$ cat src/rtl/core/colt_pkg.sv
package colt_pkg;

   localparam int BYTE_W = 8;
   localparam int NCOL_W = 5;
   localparam int CSR_IDX_W = 2;

   localparam logic [CSR_IDX_W-1:0] CSR_NUM_COLUMNS  = 2'd0;
   localparam logic [CSR_IDX_W-1:0] CSR_DECRYPT_MODE = 2'd1;
   localparam logic [CSR_IDX_W-1:0] CSR_PAD_BYTE     = 2'd2;

   localparam logic [NCOL_W-1:0] NUM_COLUMNS_RST = 5'd4;
   localparam logic [BYTE_W-1:0] PAD_BYTE_RST    = 8'd88;

   typedef enum logic [3:0] {
      ST_CAP  = 4'b0001,
      ST_LOAD = 4'b0010,
      ST_SIZE = 4'b0100,
      ST_EMIT = 4'b1000
   } state_type;

endpackage

$ cat src/rtl/core/columnar_transposition.sv
// Columnar transposition of a byte message, encrypt or decrypt.
// Request channel (req_*): one message byte per accepted request, the last
// byte flagged by req_end_of_message. While req_stall is low, bytes load at
// one per cycle into a single-port message memory. Bytes past the largest
// whole-row capacity are dropped and the run is flagged truncated.
// After the last byte the block sizes the grid to ceil(n / columns) rows by
// repeated addition of the column count, then reads the memory at one
// address per cycle while the output is not stalled; each read lands in
// the output register, so results follow at one per cycle. A run has
// rows * columns results.
// req_stall is high while sizing and emitting, and while the capacity is
// computed by repeated addition after reset or after a write of num_columns.
// A stall on rsp_stall holds the output register and pauses the memory
// reads; a new message is taken as soon as the final read has been issued.
// Reset (synchronous) restores the register defaults, empties the buffer and
// starts the capacity pass. Configuration (csr_*) is for the user to write
// only while idle; the block itself does not enforce it.
module columnar_transposition
   import colt_pkg::*;
#(
   parameter int BUF_DEPTH   = 64,
   parameter int MAX_COLUMNS = 16
) (
   input  logic                 clock,
   input  logic                 reset,
   input  logic                 req_valid,
   output logic                 req_stall,
   input  logic [BYTE_W-1:0]    req_in_byte,
   input  logic                 req_end_of_message,
   output logic                 rsp_valid,
   input  logic                 rsp_stall,
   output logic [BYTE_W-1:0]    rsp_out_byte,
   output logic                 rsp_last_of_run,
   output logic                 rsp_truncated,
   input  logic                 csr_write,
   input  logic [CSR_IDX_W-1:0] csr_index,
   input  logic [BYTE_W-1:0]    csr_wdata
);

   localparam int MAX_EFF = (MAX_COLUMNS < BUF_DEPTH) ? MAX_COLUMNS : BUF_DEPTH;
   localparam int CW      = $clog2(MAX_EFF + 1);
   localparam int AW      = $clog2(BUF_DEPTH);
   localparam int CNTW    = $clog2(BUF_DEPTH + 1);

   state_type         state_ff, state_in;
   logic [NCOL_W-1:0] num_columns_ff, num_columns_in;
   logic              decrypt_mode_ff, decrypt_mode_in;
   logic [BYTE_W-1:0] pad_byte_ff, pad_byte_in;
   logic [CNTW-1:0]   cap_ff, cap_in;
   logic [CNTW-1:0]   byte_count_ff, byte_count_in;
   logic              overflow_ff, overflow_in;
   logic [CNTW-1:0]   n_ff, n_in;
   logic              trunc_ff, trunc_in;
   logic [CNTW-1:0]   rows_ff, rows_in;
   logic [CNTW:0]     acc_ff, acc_in;
   logic [CNTW:0]     src_ff, src_in;
   logic [CNTW-1:0]   inner_ff, inner_in;
   logic [CNTW-1:0]   outer_ff, outer_in;
   logic              rsp_valid_ff, rsp_valid_in;

   logic [BYTE_W-1:0] mem [BUF_DEPTH];
   logic [BYTE_W-1:0] mem_q_ff;
   logic              pad_sel_ff;
   logic              rsp_last_ff;
   logic              rsp_trunc_ff;

   logic [CW-1:0]     cols_eff;
   logic [CNTW:0]     cap_sum;
   logic              req_take;
   logic              room;
   logic [CNTW-1:0]   count_nx;
   logic              ovf_nx;
   logic              issue;
   logic [CNTW:0]     stride;
   logic [CNTW-1:0]   ilim, olim;
   logic              inner_last, outer_last;

   // column count clamped to 1 .. min(MAX_COLUMNS, BUF_DEPTH)
   always_comb begin
      if (num_columns_ff == '0) begin
         cols_eff = CW'(1);
      end else if (32'(num_columns_ff) > 32'(MAX_EFF)) begin
         cols_eff = CW'(MAX_EFF);
      end else begin
         cols_eff = CW'(num_columns_ff);
      end
   end

   assign req_stall  = (state_ff != ST_LOAD);
   assign req_take   = req_valid && (state_ff == ST_LOAD);
   assign cap_sum    = (CNTW+1)'(cap_ff) + (CNTW+1)'(cols_eff);
   assign room       = (byte_count_ff < cap_ff);
   assign count_nx   = room ? byte_count_ff + CNTW'(1) : byte_count_ff;
   assign ovf_nx     = overflow_ff || !room;

   // encrypt walks columns outer, rows inner; decrypt the other way round
   assign stride     = decrypt_mode_ff ? (CNTW+1)'(rows_ff) : (CNTW+1)'(cols_eff);
   assign ilim       = decrypt_mode_ff ? CNTW'(cols_eff) : rows_ff;
   assign olim       = decrypt_mode_ff ? rows_ff : CNTW'(cols_eff);
   assign inner_last = (inner_ff == ilim - CNTW'(1));
   assign outer_last = (outer_ff == olim - CNTW'(1));
   assign issue      = (state_ff == ST_EMIT) && (!rsp_valid_ff || !rsp_stall);

   always_comb begin
      state_in        = state_ff;
      num_columns_in  = num_columns_ff;
      decrypt_mode_in = decrypt_mode_ff;
      pad_byte_in     = pad_byte_ff;
      cap_in          = cap_ff;
      byte_count_in   = byte_count_ff;
      overflow_in     = overflow_ff;
      n_in            = n_ff;
      trunc_in        = trunc_ff;
      rows_in         = rows_ff;
      acc_in          = acc_ff;
      src_in          = src_ff;
      inner_in        = inner_ff;
      outer_in        = outer_ff;
      rsp_valid_in    = rsp_valid_ff && rsp_stall;

      case (state_ff)
         ST_CAP: begin
            if (cap_sum <= (CNTW+1)'(BUF_DEPTH)) begin
               cap_in = cap_sum[CNTW-1:0];
            end else begin
               state_in = ST_LOAD;
            end
         end
         ST_LOAD: begin
            if (req_take) begin
               if (req_end_of_message) begin
                  // held count clamped to capacity if columns changed mid message
                  if (count_nx > cap_ff) begin
                     n_in     = cap_ff;
                     trunc_in = 1'b1;
                  end else begin
                     n_in     = count_nx;
                     trunc_in = ovf_nx;
                  end
                  byte_count_in = '0;
                  overflow_in   = 1'b0;
                  rows_in       = '0;
                  acc_in        = '0;
                  state_in      = ST_SIZE;
               end else begin
                  byte_count_in = count_nx;
                  overflow_in   = ovf_nx;
               end
            end
         end
         ST_SIZE: begin
            if (acc_ff < (CNTW+1)'(n_ff)) begin
               acc_in  = acc_ff + (CNTW+1)'(cols_eff);
               rows_in = rows_ff + CNTW'(1);
            end else begin
               src_in   = '0;
               inner_in = '0;
               outer_in = '0;
               state_in = ST_EMIT;
            end
         end
         ST_EMIT: begin
            if (issue) begin
               rsp_valid_in = 1'b1;
               if (inner_last) begin
                  inner_in = '0;
                  if (outer_last) begin
                     state_in = ST_LOAD;
                  end else begin
                     outer_in = outer_ff + CNTW'(1);
                     src_in   = (CNTW+1)'(outer_ff) + (CNTW+1)'(1);
                  end
               end else begin
                  inner_in = inner_ff + CNTW'(1);
                  src_in   = src_ff + stride;
               end
            end
         end
         default: begin
            state_in = ST_CAP;
            cap_in   = '0;
         end
      endcase

      if (csr_write) begin
         case (csr_index)
            CSR_NUM_COLUMNS: begin
               num_columns_in = csr_wdata[NCOL_W-1:0];
               // capacity follows the new column count
               cap_in         = '0;
               state_in       = ST_CAP;
            end
            CSR_DECRYPT_MODE: decrypt_mode_in = csr_wdata[0];
            CSR_PAD_BYTE:     pad_byte_in     = csr_wdata;
            default: ;
         endcase
      end
   end

   always_ff @(posedge clock) begin
      if (reset) begin
         state_ff        <= ST_CAP;
         num_columns_ff  <= NUM_COLUMNS_RST;
         decrypt_mode_ff <= 1'b0;
         pad_byte_ff     <= PAD_BYTE_RST;
         cap_ff          <= '0;
         byte_count_ff   <= '0;
         overflow_ff     <= 1'b0;
         n_ff            <= '0;
         trunc_ff        <= 1'b0;
         rows_ff         <= '0;
         acc_ff          <= '0;
         src_ff          <= '0;
         inner_ff        <= '0;
         outer_ff        <= '0;
         rsp_valid_ff    <= 1'b0;
      end else begin
         state_ff        <= state_in;
         num_columns_ff  <= num_columns_in;
         decrypt_mode_ff <= decrypt_mode_in;
         pad_byte_ff     <= pad_byte_in;
         cap_ff          <= cap_in;
         byte_count_ff   <= byte_count_in;
         overflow_ff     <= overflow_in;
         n_ff            <= n_in;
         trunc_ff        <= trunc_in;
         rows_ff         <= rows_in;
         acc_ff          <= acc_in;
         src_ff          <= src_in;
         inner_ff        <= inner_in;
         outer_ff        <= outer_in;
         rsp_valid_ff    <= rsp_valid_in;
      end
   end

   // message memory: writes only while loading, reads only while emitting
   always_ff @(posedge clock) begin
      if (req_take && room) begin
         mem[byte_count_ff[AW-1:0]] <= req_in_byte;
      end
      if (issue) begin
         mem_q_ff <= mem[src_ff[AW-1:0]];
      end
   end

   always_ff @(posedge clock) begin
      if (issue) begin
         pad_sel_ff   <= (src_ff >= (CNTW+1)'(n_ff));
         rsp_last_ff  <= inner_last && outer_last;
         rsp_trunc_ff <= trunc_ff;
      end
   end

   assign rsp_valid       = rsp_valid_ff;
   assign rsp_out_byte    = pad_sel_ff ? pad_byte_ff : mem_q_ff;
   assign rsp_last_of_run = rsp_last_ff;
   assign rsp_truncated   = rsp_trunc_ff;

   a_rsp_from_emit : assert property (@(posedge clock) disable iff (reset)
      $rose(rsp_valid_ff) |-> $past(state_ff == ST_EMIT))
      else $error("result appeared outside emission");

   a_count_bound : assert property (@(posedge clock) disable iff (reset)
      (byte_count_ff <= CNTW'(BUF_DEPTH)) && (cap_ff <= CNTW'(BUF_DEPTH)))
      else $error("byte count or capacity beyond buffer depth");

   a_last_ends_run : assert property (@(posedge clock) disable iff (reset)
      issue && inner_last && outer_last && !csr_write |=> state_ff == ST_LOAD)
      else $error("final read did not return to loading");

endmodule

$ cat config.mk
export PLATFORM = sky130hd
export DESIGN_NAME = columnar_transposition
export DESIGN_NICKNAME = d
export VERILOG_FILES = /design/src/rtl/core/colt_pkg.sv /design/src/rtl/core/columnar_transposition.sv
export SDC_FILE = /design/constraint.sdc
export NUM_CORES = 1
export LEC_CHECK = 0
export BUFFER_PORTS_ARGS = -buffer_cell sky130_fd_sc_hd__buf_2
export CORE_MARGIN = 3
export CORE_UTILIZATION = 25
export DETAILED_ROUTE_END_ITERATION = 12
export PLACE_DENSITY = 0.46
export RECOVER_POWER = 50
export SLEW_MARGIN = 20
export SYNTH_ARGS = -nofsm -noshare
export SYNTH_HDL_FRONTEND = slang
export SYNTH_SLANG_ARGS = --single-unit
$ cat constraint.sdc
create_clock -name clock -period 4.7 [get_ports clock]
set_input_delay 0.94 -clock clock [delete_from_list [all_inputs] [get_ports clock]]
set_output_delay 0.94 -clock clock [all_outputs]
set_load 0.01 [all_outputs]
==> impl_metrics.py <==
metrics = {
    "outcome": {
        "status": "finished, violations left",
        "violations": "capacitance limit, slew limit",
    },
    "setup_path": {
        "cp_data_required_time_ns": 5.21,
        "path_class": "reg2reg",
        "crit_arrival_ns": 4.68,
        "critPathLaunchType": "flip-flop",
        "cp_max_fo": 10,
        "endpoint_kind": "flip-flop",
    },
    "route": {
        "antenna_left": 0,
        "drtIter0Drc": 1152,
        "vias": 14100,
        "drt_wl_total_um": 67800,
        "drc_errors": 0,
        "viasPerCell": 4.63,
        "drt_pre_antenna_iters": 5,
        "wl_per_cell_um": 22.2,
    },
    "final_layout": {
        "finalCoreUtilization_pct": 29.5,
        "final_layout_size_suffix_gt1_share_pct": 23.5,
        "syn2layout_area_growth_pct": 16.6,
        "stdcell_area_mm2": 0.0302,
        "nets": 1702,
    },
    "synthesis": {
        "yosysSeqAreaShare_pct": 66.7,
        "yosys_warnings": 0,
        "synth_cells": 1525,
        "ys.flop_type": "edfxtp_1",
        "syn-num-nets": 1598,
        "netlist_area_mm2": 0.0259,
        "async_flop_share_pct": 0,
        "synth_seq_cells": 602,
        "synth_edf_count": 523,
        "ys_types": 84,
        "syn_avg_cell_area_um2": 17.0,
    },
    "clocking": {
        "clock_sinks": 602,
        "path_clk_slew_ns": 0.07,
        "htreeDepth": 2,
        "hold_buffers": 0,
        "clk_latency_ns": 0.66,
        "cts_tree": "done",
        "cts_resized": 0,
        "cts_setup_buffers": 0,
        "cts_root_buffer": "clkbuf_16",
        "cts_buffers": 61,
        "clockBufferDepth": 3,
    },
    "timing": {
        "post-route-period-util_pct": 88.6,
        "skew_ns": 0.0480,
        "report.final.slew_viol_count": 458,
        "hold_viol_final": 0,
        "setup_viol": 0,
        "fmax_ghz": 0.240,
        "worst_slew_pin_slew_ns": 3.43,
        "period_minus_slack_ns": 4.16,
        "layout_setup_ws_ns": 0.535,
        "timing.hold.ws_ns": 0.459,
        "finalSetupTns_ns": 0,
        "slew_headroom_pct": -129,
        "rsz0062_at_grt": "false",
    },
    "die": {
        "core_area_mm2": 0.102,
        "boundaryPins": 36,
        "die_y_um": 328,
        "die_width_um": 328,
        "dieArea_mm2": 0.108,
        "rows": 117,
        "start_util_pct": 25.3,
    },
    "grt": {
        "grt_pass1_wl_um": 101000,
        "grt_pass1_vias": 14500,
        "gr-usage-all-layers_pct": 12.6,
        "grt_max_degree": 65,
        "grt-ovfl-total": 0,
        "antenna_found_initial": 4,
    },
    "power_and_ir_drop": {
        "power_density_mw_per_mm2": 368,
        "leakage_nw": 9.44,
        "vdd_drop_max_mv": 0.225,
    },
    "placed_design": {
        "placed_area_mm2": 0.0283,
        "port_buffers": 35,
        "place.gp.congestion": 0.806,
        "dp_hpwl_um": 44400,
        "dp_slack_ns": 0.733,
    },
    "job": {
        "drv_cap": 10,
    },
    "worst_hold_path": {
        "hold_path_class": "reg2reg",
    },
}
[report_power, final]
part / total, W / internal, W / switching, W / leakage (nW)
Sequential: 0.00583 / 0.00581 / 0.0000131 / 5.33
Combinational: 0.000298 / 0.0000840 / 0.000214 / 3.11
Clock: 0.00499 / 0.00287 / 0.00212 / 0.998
[critical path, cell delays in order (launching register included)]
cell	delay, ns
dfxtp_1	0.41
inv_1	0.11
ha_1	0.30
a21o_1	0.15
a21o_1	0.17
a21oi_1	0.17
o21ai_0	0.31
or3_1	0.50
xnor2_1	0.17
ha_1	0.31
nand3_1	0.11
o21bai_1	0.18
a21oi_1	0.54
nor3_1	0.19
a221o_1	0.39
[final cells by class]
cell class | instances | area, um2
diodes | 1 | 2.50
clock buffers | 74 | 1600
clock inverters | 39 | 458
fillers | 10100 | 72100
inverters | 37 | 139
multi-input cells | 798 | 8170
flip-flops and latches | 602 | 17300
well taps | 1368 | 1710
repair buffers | 129 | 845
[routing by layer]
metal	vias up	GRT usage, %	part of all wire (%)	wire (um)
met4	0	3.26	2.1	1430
met2	321	20.0	47	31700
met5	-	0	0	0
met1	7375	18.0	47	31800
li1	6326	-	-	-
met3	86	1.88	4.3	2890
[cell families after synthesis]
group	share of synthesized area, %
xor gates and xnor gates	1.84
buffers and inverters	1.88
AOI/OAI and AO/OA	4.97
DFF	66.7
and+or+nand+nor	6.42
muxes	15.6
adders and majority gates	2.57
[Yosys cell counts (all sizes together) (8+ instances only)]
| cell | instances | share of area [%] |
|---|---|---|
| a211o | 9 | 0.30 |
| a21o | 14 | 0.41 |
| a21oi | 48 | 0.94 |
| a22o | 8 | 0.27 |
| and2 | 8 | 0.19 |
| and3 | 8 | 0.19 |
| buf | 32 | 0.53 |
| clkbuf | 56 | 0.81 |
| dfxtp | 79 | 6.1 |
| edfxtp | 523 | 61 |
| ha | 46 | 2.2 |
| inv | 37 | 0.54 |
| mux2 | 10 | 0.43 |
| mux2i | 16 | 0.62 |
| mux4 | 168 | 15 |
| nand2 | 46 | 0.67 |
| nand2b | 12 | 0.29 |
| nand3 | 19 | 0.37 |
| nand3b | 13 | 0.38 |
| nand4 | 8 | 0.19 |
| nor2 | 111 | 1.6 |
| nor2b | 14 | 0.34 |
| nor3 | 31 | 0.62 |
| nor4 | 17 | 0.47 |
| o21a | 8 | 0.23 |
| o21ai | 24 | 0.46 |
| xnor2 | 34 | 1.1 |
| xor2 | 18 | 0.61 |
[final timing paths]
path                  start             end  slack [ns]  cells after the start
max               cap_ff[1]         n_ff[5]        0.54                     14
min          pad_byte_ff[6]  pad_byte_ff[6]        0.46                      1
max reg2reg       cap_ff[1]         n_ff[5]        0.54                     14
min reg2reg  pad_byte_ff[6]  pad_byte_ff[6]        0.46                      1
[registers in the layout (all words and copies together) (netlist names), 4 cells and up]
signal / count
inner_ff: 7
src_ff: 8
mem: 512
pad_byte_ff: 8
acc_ff: 8
rows_ff: 7
state_ff: 4
byte_count_ff: 7
num_columns_ff: 5
outer_ff: 7
cap_ff: 7
n_ff: 7
mem_q_ff: 8
[placed cells by master (no fill, tap or decap), drive strengths merged, types with 9 or more instances in the layout]
cell type  netlist  layout
buf             32      94
nor4            17      17
nand3b          13      13
nand3           19      19
a21oi           48      48
nor3            31      31
xnor2           34      34
a21o            14      14
ha              46      46
nand2b          12      12
nor2           111     111
clkinv           0      26
xor2            18      18
mux4           168     168
nand2           46      46
inv             37      39
o21ai           24      24
mux2i           16      16
mux2            10      10
a211o            9       9
clkbuf          56     109
nor2b           14      14
edfxtp         523     523
dfxtp           79      79
[per-stage QoR]
step | power [W] | cells
finish | 0.0111 | 3048
detailed placement | 0.00624 | 2934
CTS | 0.0113 | 3047
floorplan | 0.00609 | 1525
global placement | 0.00623 | 2934
global route | 0.0115 | 3047
Power figures use the tool's default switching activity.
